File: src/design/rmst_pkg.sv
package rmst_pkg;

  localparam int CMD_W   = 2;
  localparam int POS_W   = 10;
  localparam int DATA_W  = 32;
  localparam int STAT_W  = 2;
  localparam int CFG_W   = 11;
  localparam int LVL_W   = 4;
  localparam int LEN_W   = POS_W + 1;
  localparam int S_TDATA_W = 56;

  localparam logic [CFG_W-1:0] CFG_RESET = 11'd1024;

  typedef enum logic [CMD_W-1:0] {
    CMD_LOAD  = 2'd0,
    CMD_BUILD = 2'd1,
    CMD_QUERY = 2'd2,
    CMD_NOP   = 2'd3
  } cmd_e;

  typedef enum logic [STAT_W-1:0] {
    STAT_OK        = 2'd0,
    STAT_EMPTY     = 2'd1,
    STAT_BEYOND    = 2'd2,
    STAT_NOT_BUILT = 2'd3
  } status_e;

  typedef enum logic [1:0] {
    OP_LOAD  = 2'd0,
    OP_BUILD = 2'd1,
    OP_QUERY = 2'd2,
    OP_REPLY = 2'd3
  } op_e;

  typedef enum logic [1:0] {
    BK_IDLE = 2'd0,
    BK_QCMP = 2'd1,
    BK_BRD  = 2'd2,
    BK_BWR  = 2'd3
  } back_state_e;

  typedef struct packed {
    op_e               op;
    status_e           status;
    logic [LVL_W-1:0]  level;
    logic [POS_W-1:0]  addr_a;
    logic [POS_W-1:0]  addr_b;
    logic [DATA_W-1:0] value;
  } q_entry_t;

  typedef struct packed {
    logic full;
    logic empty;
  } q_stat_t;

endpackage

File: src/design/rmst_front.sv
module rmst_front import rmst_pkg::*; #(
  parameter int MAX_ELEMENTS = 1024,
  parameter int LEVELS       = 11,
  parameter int COUNT_W      = 11
) (
  input  logic                 clk_i,
  input  logic                 rst_ni,
  input  logic                 cfg_we_i,
  input  logic [COUNT_W-1:0]   count_i,
  input  logic                 s_valid_i,
  output logic                 s_ready_o,
  input  logic [S_TDATA_W-1:0] s_data_i,
  input  logic [CMD_W-1:0]     s_user_i,
  input  q_stat_t              stat_i,
  output logic                 push_o,
  output q_entry_t             entry_o
);

  logic             ready_q, ready_d;
  logic             accept;
  cmd_e             cmd;
  logic [POS_W-1:0] left, right;
  logic [DATA_W-1:0] value;
  logic [LEN_W-1:0] len;
  logic [LEN_W-1:0] second;
  logic [LVL_W-1:0] k;

  assign s_ready_o = !stat_i.full;
  assign accept    = s_valid_i && s_ready_o;
  assign cmd       = cmd_e'(s_user_i);
  assign left      = s_data_i[POS_W-1:0];
  assign right     = s_data_i[2*POS_W-1:POS_W];
  assign value     = s_data_i[2*POS_W+DATA_W-1:2*POS_W];
  assign len       = {1'b0, right} - {1'b0, left} + LEN_W'(1);

  always_comb begin
    k = '0;
    for (int b = 0; b < LEN_W; b++) begin
      if (len[b]) k = LVL_W'(b);
    end
    if (32'(k) > LEVELS - 1) k = LVL_W'(LEVELS - 1);
  end

  assign second = {1'b0, right} + LEN_W'(1) - (LEN_W'(1) << k);

  always_comb begin
    ready_d        = ready_q;
    push_o         = 1'b0;
    entry_o.op     = OP_REPLY;
    entry_o.status = STAT_OK;
    entry_o.level  = k;
    entry_o.addr_a = left;
    entry_o.addr_b = second[POS_W-1:0];
    entry_o.value  = value;
    if (cfg_we_i) ready_d = 1'b0;
    if (accept) begin
      case (cmd)
        CMD_LOAD: begin
          if (32'(left) < MAX_ELEMENTS) begin
            push_o     = 1'b1;
            entry_o.op = OP_LOAD;
            ready_d    = 1'b0;
          end
        end
        CMD_BUILD: begin
          push_o     = 1'b1;
          entry_o.op = OP_BUILD;
          ready_d    = 1'b1;
        end
        CMD_QUERY: begin
          push_o = 1'b1;
          if (!ready_q) begin
            entry_o.status = STAT_NOT_BUILT;
          end else if (COUNT_W'(right) >= count_i) begin
            entry_o.status = STAT_BEYOND;
          end else if (left > right) begin
            entry_o.status = STAT_EMPTY;
          end else begin
            entry_o.op = OP_QUERY;
          end
        end
        default: begin
          push_o = 1'b0;
        end
      endcase
    end
  end

  always_ff @(posedge clk_i or negedge rst_ni) begin
    if (!rst_ni) begin
      ready_q <= 1'b0;
    end else begin
      ready_q <= ready_d;
    end
  end

endmodule

File: config.mk
export PLATFORM = sky130hd
export DESIGN_NAME = rmst_front
export DESIGN_NICKNAME = d
export VERILOG_FILES = /design/src/design/rmst_pkg.sv /design/src/design/rmst_front.sv
export SDC_FILE = /design/constraint.sdc
export NUM_CORES = 1
export LEC_CHECK = 0
export BUFFER_PORTS_ARGS = -buffer_cell sky130_fd_sc_hd__buf_2
export CAP_MARGIN = 10
export CORE_ASPECT_RATIO = 0.6
export CORE_MARGIN = 1.5
export CORE_UTILIZATION = 48
export CTS_BUF_LIST = sky130_fd_sc_hd__clkbuf_8
export CTS_CLUSTER_DIAMETER = 100
export DETAILED_ROUTE_END_ITERATION = 6
export PLACE_DENSITY = 0.9
export REMOVE_ABC_BUFFERS = 1
export SLEW_MARGIN = 10
export SYNTH_ARGS = -nofsm -noshare
export SYNTH_HDL_FRONTEND = slang
export SYNTH_SLANG_ARGS = --single-unit
File: constraint.sdc
create_clock -name clk_i -period 12.1 [get_ports clk_i]
set_clock_uncertainty 0.1 [all_clocks]
set_input_delay 0.605 -clock clk_i [delete_from_list [all_inputs] [get_ports clk_i]]
set_output_delay 0.605 -clock clk_i [all_outputs]
set_load 0.1 [all_outputs]
==> out/results.md <==
| Stage | Quantity | Reported |
|:---|:---|:---|
| grt | Total Routing Usage GR | 24.9% |
| logic synthesis | Biggest area contributors in the synthesized netlist | sky130_fd_sc_hd__ha_1 33%, sky130_fd_sc_hd__buf_4 15%, sky130_fd_sc_hd__inv_1 7.5% |
| cells and area | Post-layout utilization of the core | 52.7% |
| logic synthesis | Async set or reset register ratio after synthesis | 100% |
| placement | Cells after DPL | 366 |
| worst setup path | Worst Setup End Kind | primary output |
| worst setup path | Largest incremental delay on the critical path | 0.44 ns |
| placement | Worst slack after detailed placement | 5.60 ns |
| logic synthesis | Adder-Cell Fraction of Synth Area | 35.2% |
| timing | Max-slew headroom at the worst pin | 66.0% |
| timing | Setup repair after global routing missed its margin | false |
| floorplanning | Die Footprint | 4810 sq um |
| floorplanning | Y dimension of the die | 54.3 um |
| cells and area | Number of inserted diodes | 0 |
| cells and area | Registers with the most flip-flops | ready_q x1 |
| logic synthesis | Largest family of logic cells by synthesized area | adder cells |
| worst setup path | Data arrival time at the worst-slack endpoint | 5.84 ns |
| worst setup path | Critical path, cell by cell | buf_2 > inv_1 > ha_1 > inv_1 > ha_1 > fa_1 > a211oi_2 > o21ai_1 > a31oi_1 > xnor2_1 > inv_1 > o21a_1 > or3_1 > ha_1 > ha_1 > nor2b_1 > o21a_1 > o21a_1 > o21a_1 > o41a_1 > xnor2_1 > xnor2_1 > buf_2 |
| logic synthesis | Predominant post-synthesis flop cell | sky130_fd_sc_hd__dfrtp_1 |
| grt | Remaining global-route overflow | 0 |
| cells and area | Final net count | 441 |
| logic synthesis | Leading cell type by number of instances after synthesis | sky130_fd_sc_hd__ha_1 |
| grt | Antenna violations before repair | 0 |
| worst hold path | Class of the worst hold path | in2async |
| logic synthesis | Cell area after technology mapping | 2110 sq um |
| logic synthesis | Count of mapped cells out of synthesis | 282 |
| timing | Share of the clock period used by the worst path after layout | 54.1% |
| floorplanning | Core region area | 4170 sq um |
| worst setup path | Crit start category | input port |
| detailed routing | Count of nets left with antenna violations after detail routing | 0 |
| pwr | Leakage power total | 1.22 nW |
| timing | Slew at the pin closest to its max-slew limit | 0.508 ns |
| logic synthesis | Post-synth top area cell | sky130_fd_sc_hd__ha_1 |
| floorplanning | Initial cell density of the core | 50.6% |
| logic synthesis | Complex-gate fraction of the synthesized area | 19.1% |
| floorplanning | Top-level port count | 137 |
| timing | Setup Total Neg Slack | 0 ns |
| clock tree | Insertion delay of the later-clocked pin in the worst-skew pair | 0 ns |
| detailed routing | Post-detailed-route via-to-cell ratio | 5.36 |
| timing | Minimum setup slack in the final design | 5.55 ns |
| placement | Post-detail-place hpwl | 5280 um |
| worst setup path | WP data required | 11.39 ns |
| worst setup path | CP Class | in2out |
| floorplanning | Die span in x | 88.5 um |
| logic synthesis | Number of storage elements in the synthesis netlist | 1 |
| logic synthesis | Number of unique standard cell types used by synthesis | 39 |
| pwr | Post-layout power | 0.240 mW |
| cells and area | Area added between synthesis and finish | 4.28% |
| logic synthesis | Count of flip-flops with a built-in enable after synthesis | 0 |
| cells and area | Share of layout cells above drive strength 1 | 24.5% |
| grt | Met2 Use GR | 34.1% |
| timing | Final hold violation count | 0 |
| cells and area | Number of standard cells in the final layout excluding fillers | 366 |
| pwr | Worst IR drop on VDD | 111 uV |
| detailed routing | Residual DRC count | 0 |
| clock tree | CTS-repair resized insts | 0 |
| grt | Busiest layer in global routing | met2 |
| logic synthesis | Yosys Warn Count | 0 |
| timing | Upper clock frequency limit | 153 MHz |
| floorplanning | Cell Rows | 18 |
| placement | Routability Congestion | 0.934 |
| status | Run status | finished clean |
| logic synthesis | Share of Yosys cell area claimed by the top area cell type | 33.3% |
| timing | Time the worst path needs with I/O delays and setup | 6.55 ns |
| grt | Wire length of the first global-routing pass | 8780 um |
| cells and area | Number of flip-flops in the largest register | 1 |
| placement | Port Buffer Count | 67 |
| timing | Max-slew violation count | 0 |
| clock tree | Clock transition time at the flip-flop clock pins of the worst setup and hold paths | 0 ns |
| grt | Number of global-route vias before repair | 1725 |
| grt | Met1 usage | 32.5% |
| detailed routing | Number of iterations in the first detailed-routing pass | 4 |
| grt | Pin count of the biggest net entering global routing | 11 |
| worst setup path | CP Max Fanout | 10 |
| detailed routing | Wirelength per Cell | 16.2 um |
| logic synthesis | Share of synthesized area occupied by flip-flops and latches | 1.19% |
| logic synthesis | Post-synth top cells | 56 x sky130_fd_sc_hd__ha_1, 42 x sky130_fd_sc_hd__buf_4, 42 x sky130_fd_sc_hd__inv_1 |
| cells and area | Top register by number of flip-flops | ready_q |
| logic synthesis | Mean post-synth cell area | 7.47 sq um |
| clock tree | Total setup buffers inserted after CTS | 0 |
| detailed routing | Vias | 1963 |
| logic synthesis | Area share of xor/xnor cells in the synthesized design | 6.24% |
| clock tree | Post-CTS Hold Buffers | 0 |
| pwr | Power density over cell area | 109 nW/um^2 |
| job | Max capacitance violation total | 0 |
| logic synthesis | Simple-gate share of the synthesized area | 14.6% |
| detailed routing | Sum of routed wire length over all layers | 5940 um |
| grt | Global Route met3 Usage | 17.5% |
| detailed routing | Initial drt markers | 121 |
| timing | Setup violation total in the final timing report | 0 |
| logic synthesis | Mux contribution to synthesized area | 1.01% |
| worst setup path | Slowest cell on the critical path | sky130_fd_sc_hd__buf_2 |
==> critical path: cells and delay by family <==
family	cells	cell delay [ns]
compound gates	8	1.71
fa+ha+maj	5	1.59
buf+inv	5	0.78
simple gates	2	0.53
xor+xnor	3	0.63
==> layout by cell type (no fill, tap or decap), drive strengths merged, types with 2 or more instances in the layout <==
cell and count:
a211o 2, a21o 5, o211ai 3, fa 2
inv 42, nor3 5, nand3 6, nand2b 6
xnor2 12, nor2b 5, a31oi 3, a211oi 5
xor2 3, o21ai 8, ha 56, a21oi 18
buf 67, o21a 9, nor2 17, o21bai 4
nand2 14, or2 2, or3 2
==> cell families (layout without fill, tap and decap cells) <==
kind of cell | Yosys count | count (layout)
compound gates | 60 | 60
simple gates | 61 | 61
fa+ha+maj | 58 | 58
flops | 1 | 1
xor+xnor | 15 | 15
buf+inv | 85 | 109
mux | 2 | 2
==> routing by layer <==
layer	wire [um]	up-vias
met5	43	-
met4	10	2
met3	902	4
met2	2300	104
met1	2680	889
li1	-	964
==> where the power goes <==
part	internal [mW]	switching [mW]	total [mW]	leakage (nW)
registers	0.00359	0.000162	0.00375	0.0135
logic	0.0596	0.177	0.237	1.21
clock network	0	0	0	0
==> stage by stage <==
step	area (sq um)	hold WS, ns
floorplan	1790	0.209
CTS	2200	0.281
global placement	2200	0.279
detailed placement	2200	0.281
finish	2200	0.281
global route	2200	0.283
==> layout make-up <==
class,count,area (sq um)
tap,60,75.1
timing repair buffer,67,335
inverter,42,158
sequential,1,25.0
multi-input combinational,196,1600
fill,384,1970
==> path summary, 6_finish.rpt <==
path                              start     endpoint  slack, ns  cells after the start
max reg2reg                     ready_q      ready_q      11.08                      2
max in group asynchronous        rst_ni      ready_q      11.53                      1
min in group clk_i              ready_q      ready_q       0.63                      2
min reg2reg                     ready_q      ready_q       0.63                      2
max                        s_data_i[11]  entry_o[41]       5.55                     23
min                              rst_ni      ready_q       0.28                      1
No activity file was read; power rests on OpenSTA's default activity.
