$ cat src/design/rmst_pkg.sv
package rmst_pkg;

  localparam int CMD_W   = 2;
  localparam int POS_W   = 10;
  localparam int DATA_W  = 32;
  localparam int STAT_W  = 2;
  localparam int CFG_W   = 11;
  localparam int LVL_W   = 4;
  localparam int LEN_W   = POS_W + 1;
  localparam int S_TDATA_W = 56;

  localparam logic [CFG_W-1:0] CFG_RESET = 11'd1024;

  typedef enum logic [CMD_W-1:0] {
    CMD_LOAD  = 2'd0,
    CMD_BUILD = 2'd1,
    CMD_QUERY = 2'd2,
    CMD_NOP   = 2'd3
  } cmd_e;

  typedef enum logic [STAT_W-1:0] {
    STAT_OK        = 2'd0,
    STAT_EMPTY     = 2'd1,
    STAT_BEYOND    = 2'd2,
    STAT_NOT_BUILT = 2'd3
  } status_e;

  typedef enum logic [1:0] {
    OP_LOAD  = 2'd0,
    OP_BUILD = 2'd1,
    OP_QUERY = 2'd2,
    OP_REPLY = 2'd3
  } op_e;

  typedef enum logic [1:0] {
    BK_IDLE = 2'd0,
    BK_QCMP = 2'd1,
    BK_BRD  = 2'd2,
    BK_BWR  = 2'd3
  } back_state_e;

  typedef struct packed {
    op_e               op;
    status_e           status;
    logic [LVL_W-1:0]  level;
    logic [POS_W-1:0]  addr_a;
    logic [POS_W-1:0]  addr_b;
    logic [DATA_W-1:0] value;
  } q_entry_t;

  typedef struct packed {
    logic full;
    logic empty;
  } q_stat_t;

endpackage

$ cat src/design/rmst_fifo.sv
module rmst_fifo import rmst_pkg::*; #(
  parameter int DEPTH = 4
) (
  input  logic     clk_i,
  input  logic     rst_ni,
  input  logic     push_i,
  input  q_entry_t entry_i,
  input  logic     pop_i,
  output q_entry_t entry_o,
  output q_stat_t  stat_o
);

  localparam int PW = (DEPTH > 1) ? $clog2(DEPTH) : 1;
  localparam int NW = $clog2(DEPTH + 1);

  q_entry_t        slot_q [DEPTH];
  logic [PW-1:0]   wr_ptr_q, wr_ptr_d;
  logic [PW-1:0]   rd_ptr_q, rd_ptr_d;
  logic [NW-1:0]   cnt_q, cnt_d;
  logic            do_push, do_pop;

  assign stat_o.full  = (cnt_q == NW'(DEPTH));
  assign stat_o.empty = (cnt_q == '0);
  assign do_push      = push_i && !stat_o.full;
  assign do_pop       = pop_i && !stat_o.empty;
  assign entry_o      = slot_q[rd_ptr_q];

  always_comb begin
    wr_ptr_d = wr_ptr_q;
    rd_ptr_d = rd_ptr_q;
    cnt_d    = cnt_q;
    if (do_push) begin
      wr_ptr_d = (32'(wr_ptr_q) == DEPTH - 1) ? '0 : wr_ptr_q + PW'(1);
    end
    if (do_pop) begin
      rd_ptr_d = (32'(rd_ptr_q) == DEPTH - 1) ? '0 : rd_ptr_q + PW'(1);
    end
    if (do_push && !do_pop) cnt_d = cnt_q + NW'(1);
    if (do_pop && !do_push) cnt_d = cnt_q - NW'(1);
  end

  always_ff @(posedge clk_i or negedge rst_ni) begin
    if (!rst_ni) begin
      wr_ptr_q <= '0;
      rd_ptr_q <= '0;
      cnt_q    <= '0;
    end else begin
      wr_ptr_q <= wr_ptr_d;
      rd_ptr_q <= rd_ptr_d;
      cnt_q    <= cnt_d;
    end
  end

  always_ff @(posedge clk_i) begin
    if (do_push) slot_q[wr_ptr_q] <= entry_i;
  end

endmodule

$ cat config.mk
export PLATFORM = sky130hd
export DESIGN_NAME = rmst_fifo
export DESIGN_NICKNAME = d
export VERILOG_FILES = /design/src/design/rmst_pkg.sv /design/src/design/rmst_fifo.sv
export SDC_FILE = /design/constraint.sdc
export NUM_CORES = 1
export LEC_CHECK = 0
export ABC_AREA = 1
export BUFFER_PORTS_ARGS = -buffer_cell sky130_fd_sc_hd__clkbuf_2
export CORE_AREA = 5 5 144 146
export DETAILED_ROUTE_END_ITERATION = 16
export DIE_AREA = 0 0 149 151
export PLACE_DENSITY = 0.71
export SLEW_MARGIN = 15
export SYNTH_ARGS = -nofsm -noshare
export SYNTH_HDL_FRONTEND = slang
export SYNTH_SLANG_ARGS = --single-unit
$ cat constraint.sdc
create_clock -name clk_i -period 11.71 [get_ports clk_i]
set_input_delay 0.5855 -clock clk_i [delete_from_list [all_inputs] [get_ports clk_i]]
set_output_delay 0.5855 -clock clk_i [all_outputs]
set_load 0.03 [all_outputs]
==> flow_metrics.py, run 1 <==
metrics = {
    "sta": {
        "skew_ps": 13.5,
        "slew_violations": 0,
        "final_hold_viol_count": 0,
        "slew_headroom": 0.381,
        "worstMarginPinSlew_ps": 929,
        "fmax_ghz": 0.240,
        "final.min_clock_period_ps": 4170,
        "rsz0062_at_grt": "no",
        "finalCritPeriodShare": 0.356,
        "finalSetupViolCount": 0,
        "tns_ps": 0,
    },
    "power_and_ir_drop": {
        "peakVddDrop_v": 0.000209,
        "p_total_mw": 3.23,
        "power.density_nw_per_um2": 272,
        "power.leakage_nw": 4.79,
    },
    "synth": {
        "synth.top_cells.by_area": "edfxtp_1, o211ai_2, nand2_1",
        "avgSynthCellArea_um2": 13.6,
        "yosysSeqAreaShare": 0.714,
        "yosysTopAreaCellShare": 0.697,
        "synthCells": 761,
        "yosys_warnings": 0,
        "ys_seq_elements": 247,
        "synth_top_cell_by_area": "edfxtp_1",
        "netlist_area_um2": 10300,
        "synth_fp_nets": 832,
        "synth.distinct_cells": 17,
    },
    "cells_and_area": {
        "area_delta_synth_final_pct": 15.0,
        "drive_above_1_share": 0.261,
        "finalNetCount": 954,
        "mostFrequentLayoutCells": "edfxtp_1, nand2_1, inv_1, clkbuf_2",
        "finalNonFillerCells": 1166,
        "final_common_cell": "edfxtp_1",
        "diodes": 0,
    },
    "die": {
        "rows": 51,
        "fp.dieW_um": 149,
        "die_area_um2": 22500,
        "start_util": 0.536,
        "die_y_um": 151,
        "ios": 126,
        "core_um2": 19300,
    },
    "detailed_routing": {
        "dr.pass1.iters": 4,
        "avgViaCountPerCell": 5.02,
        "vias": 5854,
        "wl_per_cell_um": 16.0,
        "finalWirelength_mm": 18.6,
        "drc": 0,
        "antenna_left": 0,
        "drt_iter0_markers": 285,
    },
    "clocking": {
        "cts_max_path_buffers": 3,
        "numCtsBuffers": 25,
        "clkTransAtPathRegs_ps": 60,
        "cts_tree": "yes",
        "post_cts_resized": 0,
        "htreeDepth": 1,
        "clock_latency_ps": 500,
        "clkSinkCount": 247,
        "root_buffer": "clkbuf_16",
    },
    "critical_path": {
        "end_kind": "output pin",
        "crit_required_ps": 11120,
        "start_kind": "flop",
        "crit_fanout": 76,
        "worstPathArrival_ps": 3580,
        "setup.worst_path.class": "reg -> out",
    },
    "run": {
        "drv_cap": 0,
    },
    "global_routing": {
        "grt_overflow": 0,
        "antenna_found_initial": 3,
        "grt_start_max_net_pins": 109,
        "gr-usage-all-layers": 0.166,
        "grt_pass1_vias": 5871,
        "grt_pass1_wl_mm": 29.7,
    },
    "place": {
        "dpl.cell_count": 1119,
        "port_buffers": 125,
        "place.gp.congestion": 0.694,
        "dpl.hpwl_mm": 10.7,
    },
    "worst_hold_path": {
        "hp-class": "in -> reg",
    },
    "status": {
        "status": "completed",
    },
}
==> synthesized netlist by cell type <==
cell      number
buf_2         19
buf_6         20
buf_8          1
dfrtp_1        7
edfxtp_1     240
fa_1           1
ha_1           6
inv_1        134
inv_2          2
nand2_1      195
nand3_1        7
nand4_1        1
nor2_1         6
o211ai_1      60
o211ai_2      60
o21ai_0        1
xnor2_1        1
==> final timing paths <==
| check | start | endpoint | depth (start not counted) | slack [ps] |
|---|---|---|---|---|
| max reg2reg | cnt_q[1]$_DFFE_PN0P_ | slot_q[3][17]$_DFFE_PP_ | 5 | 9040 |
| min in group asynchronous | rst_ni | cnt_q[2]$_DFFE_PN0P_ | 2 | 440 |
| min | entry_i[24] | slot_q[3][24]$_DFFE_PP_ | 1 | 290 |
| max in group asynchronous | rst_ni | rd_ptr_q[1]$_DFFE_PN0P_ | 2 | 11080 |
| min reg2reg | cnt_q[0]$_DFFE_PN0P_ | cnt_q[0]$_DFFE_PN0P_ | 1 | 490 |
| max | rd_ptr_q[0]$_DFFE_PN0P_ | entry_o[46] | 7 | 7540 |
==> layout make-up <==
type                       count  area, um2
fill                        1526       7390
clock buffer                  29        641
clock inverter                16        149
timing repair buffer         135        723
inverter                     136        510
sequential                   247       7390
tap                          265        332
multi-input combinational    338       2140
==> state kept, by name (all words and copies together), names as in the netlist <==
signal    count
cnt_q         3
rd_ptr_q      2
slot_q      240
wr_ptr_q      2
==> worst max-delay path, stage by stage, from the launching register on <==
cell      delay [ps]
dfrtp_4          950
buf_4            660
buf_4            590
buf_16           310
nand2_1           90
o211ai_1         100
nand2_1          110
clkbuf_2         200
==> metrics by stage <==
stage                     setup WS, ps   util  cell area (um2)  hold slack (ps)
after floorplan                   7990      -            10300              290
after global placement            7940  0.574            11100              435
after detailed placement          7900  0.574            11100              436
after CTS                         7310  0.615            11900              275
after global routing              7260  0.616            11900              283
final                             7540  0.616            11900              293
==> cell families (layout without fill, tap and decap cells) <==
| kind of cell | Yosys count | count (layout) | synth area share |
|---|---|---|---|
| DFF | 247 | 247 | 0.714 |
| and+or+nand+nor | 209 | 209 | 0.0770 |
| buffers and inverters | 176 | 316 | 0.0818 |
| AOI/OAI and AO/OA | 121 | 121 | 0.117 |
| adders and majority gates | 7 | 7 | 0.00920 |
| xor gates and xnor gates | 1 | 1 | 0.000848 |
==> report_power, final <==
| part | switching (mW) | total [mW] | internal [mW] |
|---|---|---|---|
| sequential | 0.0998 | 1.27 | 1.17 |
| clock | 0.303 | 0.758 | 0.455 |
| combinational | 0.872 | 1.21 | 0.336 |
| total | 1.27 | 3.23 | 1.96 |
==> per-layer routing <==
| metal | track usage | wire [um] | up-vias |
|---|---|---|---|
| li1 | - | - | 2884 |
| met1 | 0.215 | 7830 | 2789 |
| met2 | 0.290 | 9150 | 142 |
| met3 | 0.0392 | 1270 | 33 |
| met4 | 0.0334 | 354 | 6 |
| met5 | 0 | 41 | - |
==> what timing repair did <==
item	in CTS	in global routing
hold endpoints to repair	7	0
setup buffers	0	0
hold buffers	1	0
(Power assumes the default switching activity.)
==> run 2: changes to the inputs <==
==> constraint.sdc (replaced) <==
create_clock -name clk_i -period 4.4 [get_ports clk_i]
set_input_delay 0.22 -clock clk_i [delete_from_list [all_inputs] [get_ports clk_i]]
set_output_delay 0.22 -clock clk_i [all_outputs]
set_load 0.03 [all_outputs]
==> flow_metrics.py, run 2 (synthesis results as in run 1) <==
metrics = {
    "sta": {
        "rsz0062_at_grt": "no",
        "slew_headroom": 0.364,
        "fmax_ghz": 0.330,
        "layout_setup_ws_ps": 1370,
        "worstMarginPinSlew_ps": 951,
        "skew_ps": 6.90,
        "final.min_clock_period_ps": 3030,
        "finalSetupViolCount": 0,
        "tns_ps": 0,
        "final_hold_viol_count": 0,
        "finalCritPeriodShare": 0.688,
        "slew_violations": 0,
    },
    "power_and_ir_drop": {
        "power.density_nw_per_um2": 712,
        "intPower_mw": 5.57,
        "peakVddDrop_v": 0.000444,
        "p_sw_mw": 3.47,
        "p_clk_frac": 0.262,
        "swShare": 0.384,
        "seqPwrFrac": 0.371,
        "p_total_mw": 9.04,
        "p_comb_frac": 0.367,
        "power.leakage_nw": 5.15,
    },
    "die": {
        "die_area_um2": 22500,
        "core_um2": 19300,
        "fp.dieW_um": 149,
        "start_util": 0.536,
        "rows": 51,
        "ios": 126,
        "die_y_um": 151,
    },
    "detailed_routing": {
        "antenna_left": 0,
        "vias": 6091,
        "wl_per_cell_um": 16.3,
        "dr.pass1.iters": 4,
        "finalWirelength_mm": 20.1,
        "drt_iter0_markers": 377,
        "avgViaCountPerCell": 4.94,
        "drc": 0,
    },
    "cells_and_area": {
        "final_common_cell": "edfxtp_1",
        "mostFrequentLayoutCells": "edfxtp_1, nand2_1, inv_1, clkbuf_2, dlygate4sd3_1",
        "finalNetCount": 1018,
        "largest_reg_flops": 240,
        "regArea_um2": 7390,
        "postLayoutCellArea_um2": 12700,
        "largest_registers": "slot_q x240, cnt_q x3",
        "multi_input_area_um2": 2140,
        "area_delta_synth_final_pct": 22.8,
        "top_register": "slot_q",
        "drive_above_1_share": 0.254,
        "fillers": 1419,
    },
    "clocking": {
        "clkTransAtPathRegs_ps": 60,
        "cts_tree": "yes",
        "cts_max_path_buffers": 3,
        "clock_latency_ps": 510,
        "cts_setup_buffers": 0,
        "numCtsBuffers": 26,
        "clkSinkCount": 247,
        "root_buffer": "clkbuf_16",
        "htreeDepth": 1,
    },
    "critical_path": {
        "setup.worst_path.class": "reg -> out",
        "reg2reg_slack_ps": 2010,
        "end_kind": "output pin",
        "start_kind": "flop",
        "cpLargestDelayFamily": "buffers and inverters",
        "r2r-end": "slot_q[2][29]$_DFFE_PP_",
        "crit_path_max_incr_delay_ps": 750,
        "slowest_stage": "inv_2",
        "crit_required_ps": 4180,
        "r2r_start": "cnt_q[0]$_DFFE_PN0P_",
        "cp_cell_sequence": "inv_2 > buf_4 > o211ai_1 > nand2_1 > clkbuf_2",
        "crit_fanout": 43,
        "path_buf_inv": 3,
        "ff2ff_path_depth": 5,
        "worstPathArrival_ps": 2810,
    },
    "place": {
        "placed_area_um2": 11100,
        "pre_cts_slack_ps": 1820,
        "port_buffers": 125,
        "place.gp.congestion": 0.739,
        "dpl.hpwl_mm": 11.6,
    },
    "global_routing": {
        "grt.met3_usage": 0.0323,
        "antenna_found_initial": 1,
        "top_usage_layer": "met2",
        "grt_pass1_wl_mm": 32.9,
        "gr-usage-all-layers": 0.183,
        "grt_util_met1": 0.250,
        "grt_util_met2": 0.313,
        "grt_pass1_vias": 6280,
        "grt_start_max_net_pins": 150,
        "grt_overflow": 0,
    },
    "run": {
        "drv_cap": 0,
    },
    "status": {
        "status": "completed",
    },
    "worst_hold_path": {
        "hp-class": "in -> async",
    },
}
## run 2: changes by cell type in the layout (fill, tap and decap cells not counted), moves of 2 or more
| cell | previous run | this run |
|---|---|---|
| clkinvlp_4 | 2 | 0 |
| clkbuf_1 | 4 | 2 |
| clkinv_1 | 9 | 4 |
| clkbuf_16 | 25 | 27 |
| dlygate4sd3_1 | 1 | 63 |
| buf_12 | 0 | 3 |
| clkbuf_8 | 0 | 4 |
| clkinv_2 | 2 | 4 |
| bufinv_16 | 3 | 6 |
## run 2: final cells by class
class | count | area share
Sequential cell | 247 | 0.582
Clock buffer | 33 | 0.0582
Clock inverter | 14 | 0.0170
Antenna cell | 1 | 0.000197
Multi-Input combinational cell | 338 | 0.168
Timing Repair Buffer | 198 | 0.108
Inverter | 136 | 0.0402
Tap cell | 265 | 0.0261
## run 2: how the worst max path moves through the flow
stage	start	to	slack [ps]	depth (start not counted)
after floorplan	cnt_q[0]$_DFFE_PN0P_	slot_q[0][0]$_DFFE_PP_	720	4
after global placement	rd_ptr_q[1]$_DFFE_PN0P_	entry_o[52]	1870	5
after detailed placement	rd_ptr_q[1]$_DFFE_PN0P_	entry_o[2]	1820	5
after CTS	rd_ptr_q[1]$_DFFE_PN0P_	entry_o[2]	1270	5
after global routing	rd_ptr_q[1]$_DFFE_PN0P_	entry_o[52]	1180	5
final	rd_ptr_q[1]$_DFFE_PN0P_	entry_o[2]	1370	5
## run 2: what timing repair did
action | in CTS | in global routing
gates resized for setup | 0 | 0
hold endpoints to repair | 251 | 0
hold buffers | 63 | 0
## run 2: power by group through the flow
stage | clock network, mW | registers, mW | logic (mW)
floorplan | 0 | 3.28 | 2.65
global placement | 0 | 3.39 | 3.29
detailed placement | 0 | 3.40 | 3.32
CTS | 2.42 | 3.36 | 3.38
global route | 2.52 | 3.40 | 3.64
finish | 2.37 | 3.35 | 3.32
## run 2: layer usage
| layer | vias up | wire (um) |
|---|---|---|
| met5 | - | 0 |
| met4 | 0 | 344 |
| met3 | 28 | 1010 |
| met2 | 153 | 9710 |
| met1 | 2903 | 9020 |
| li1 | 3007 | - |
## run 2: worst register-to-register path: stages (launching register included)
cell,delay [ps]
dfrtp_1,380
inv_2,70
nand3_1,130
nand2_1,320
nor2_4,840
buf_12,330
## run 2: per-stage QoR
step	instances	utilization	hold slack, ps
2_1_floorplan	761	-	-75.6
3_3_place_gp	1121	0.576	84.4
3_5_place_dp	1121	0.576	83.1
4_1_cts	1231	0.658	95.3
5_1_grt	1232	0.659	105
6_report	1232	0.659	99.5
==> run 3: changes to the inputs <==
==> constraint.sdc (replaced) <==
create_clock -name clk_i -period 3 [get_ports clk_i]
set_input_delay 0.15 -clock clk_i [delete_from_list [all_inputs] [get_ports clk_i]]
set_output_delay 0.15 -clock clk_i [all_outputs]
set_load 0.03 [all_outputs]
==> flow_metrics.py, run 3 (synthesis results as in run 1) <==
metrics = {
    "sta": {
        "slew_violations": 0,
        "layout_setup_ws_ps": 443,
        "finalCritPeriodShare": 0.852,
        "hold_slack_ps": 406,
        "final_hold_viol_count": 0,
        "skew_ps": 7.71,
        "finalSetupViolCount": 0,
        "fmax_ghz": 0.391,
        "rsz0062_at_grt": "no",
        "slew_headroom": 0.467,
        "final.min_clock_period_ps": 2560,
        "worstMarginPinSlew_ps": 800,
    },
    "power_and_ir_drop": {
        "intPower_mw": 8.07,
        "p_clk_frac": 0.250,
        "p_comb_frac": 0.376,
        "peakVddDrop_v": 0.000563,
        "p_total_mw": 13.2,
        "power.leakage_nw": 5.14,
        "power.density_nw_per_um2": 1040,
        "swShare": 0.388,
        "p_sw_mw": 5.11,
        "seqPwrFrac": 0.373,
    },
    "critical_path": {
        "end_kind": "output pin",
        "setup.worst_path.class": "reg -> out",
        "worstPathArrival_ps": 2410,
        "crit_required_ps": 2850,
        "start_kind": "flop",
        "crit_fanout": 64,
    },
    "die": {
        "fp.dieW_um": 149,
        "rows": 51,
        "die_y_um": 151,
        "ios": 126,
        "start_util": 0.536,
        "die_area_um2": 22500,
        "core_um2": 19300,
    },
    "detailed_routing": {
        "antenna_left": 0,
        "avgViaCountPerCell": 4.96,
        "finalWirelength_mm": 19.7,
        "wl_per_cell_um": 16.0,
        "dr.pass1.iters": 6,
        "drt_iter0_markers": 353,
        "vias": 6134,
        "drc": 0,
    },
    "clocking": {
        "root_buffer": "clkbuf_16",
        "clkSinkCount": 247,
        "hold_buffers": 64,
        "post_cts_resized": 0,
        "htreeDepth": 1,
        "clock_latency_ps": 510,
        "numCtsBuffers": 26,
        "cts_max_path_buffers": 3,
        "cts_tree": "yes",
        "cts_setup_buffers": 0,
        "clkTransAtPathRegs_ps": 60,
    },
    "place": {
        "port_buffers": 125,
        "pre_cts_slack_ps": 873,
        "place.gp.congestion": 0.716,
        "dpl.hpwl_mm": 11.5,
    },
    "cells_and_area": {
        "largest_reg_flops": 240,
        "mostFrequentLayoutCells": "edfxtp_1, nand2_1, inv_1, clkbuf_2, dlygate4sd3_1",
        "final_common_cell": "edfxtp_1",
        "area_delta_synth_final_pct": 23.0,
        "fillers": 1402,
        "drive_above_1_share": 0.253,
        "largest_registers": "slot_q x240, cnt_q x3",
        "finalNetCount": 1022,
        "multi_input_area_um2": 2140,
        "regArea_um2": 7390,
        "top_register": "slot_q",
    },
    "global_routing": {
        "grt_overflow": 0,
        "grt_pass1_wl_mm": 32.0,
        "grt_pass1_vias": 6180,
        "grt_start_max_net_pins": 65,
        "gr-usage-all-layers": 0.178,
        "antenna_found_initial": 2,
    },
    "status": {
        "status": "completed",
    },
    "run": {
        "drv_cap": 0,
    },
    "worst_hold_path": {
        "hp-class": "in -> reg",
    },
}
-- run 3: cell types whose count changed in the layout (fill, tap and decap cells not counted), sizes merged --
cell | previous run | this run
buf | 10 | 13
clkinv | 8 | 6
dlygate4sd3 | 63 | 64
bufinv | 6 | 5
diode | 1 | 2
clkinvlp | 0 | 2
-- run 3: area by class of cell --
| cell class | count | area share |
|---|---|---|
| diodes | 2 | 0.000394 |
| repair buffers | 202 | 0.114 |
| flip-flops and latches | 247 | 0.581 |
| well taps | 265 | 0.0261 |
| clock buffers | 33 | 0.0549 |
| clock inverters | 13 | 0.0152 |
| multi-input cells | 338 | 0.168 |
| inverters | 136 | 0.0401 |
-- run 3: worst max-delay path: stages, from the launching register on --
cell      delay [ps]
dfrtp_4          920
buf_4            390
nand2_1           90
o211ai_1         150
nand2_1          100
clkbuf_2         200
-- run 3: metal layers --
metal / track usage / routed length, um
met1: 0.247 / 8570
met2: 0.299 / 9620
met3: 0.0332 / 1240
met4: 0.0366 / 289
met5: 0 / 0
-- run 3: metrics by stage --
stage	cell area [um2]	TNS, ps	instances	utilization
after CTS	12700	0	1234	0.660
after global placement	11200	0	1124	0.580
after floorplan	10300	-163880	761	-
final	12700	0	1236	0.660
after detailed placement	11200	0	1124	0.580
after global routing	12700	0	1236	0.660
-- run 3: power groups by stage --
stage / clock network [mW] / logic [mW] / registers (mW)
6_report: 3.30 / 4.96 / 4.92
5_1_grt: 3.52 / 5.42 / 4.99
4_1_cts: 3.37 / 5.05 / 4.92
3_5_place_dp: 0 / 4.97 / 4.99
3_3_place_gp: 0 / 4.90 / 4.97
2_1_floorplan: 0 / 3.89 / 4.80
-- run 3: worst paths after layout --
check | start | end | slack (ps) | depth (start not counted)
max reg2reg | cnt_q[1]$_DFFE_PN0P_ | cnt_q[2]$_DFFE_PN0P_ | 860 | 10
min | entry_i[31] | slot_q[1][31]$_DFFE_PP_ | 410 | 2
max in group asynchronous | rst_ni | rd_ptr_q[0]$_DFFE_PN0P_ | 2120 | 3
max | rd_ptr_q[0]$_DFFE_PN0P_ | entry_o[33] | 440 | 5
min reg2reg | cnt_q[0]$_DFFE_PN0P_ | cnt_q[0]$_DFFE_PN0P_ | 500 | 1
min in group asynchronous | rst_ni | rd_ptr_q[1]$_DFFE_PN0P_ | 600 | 3
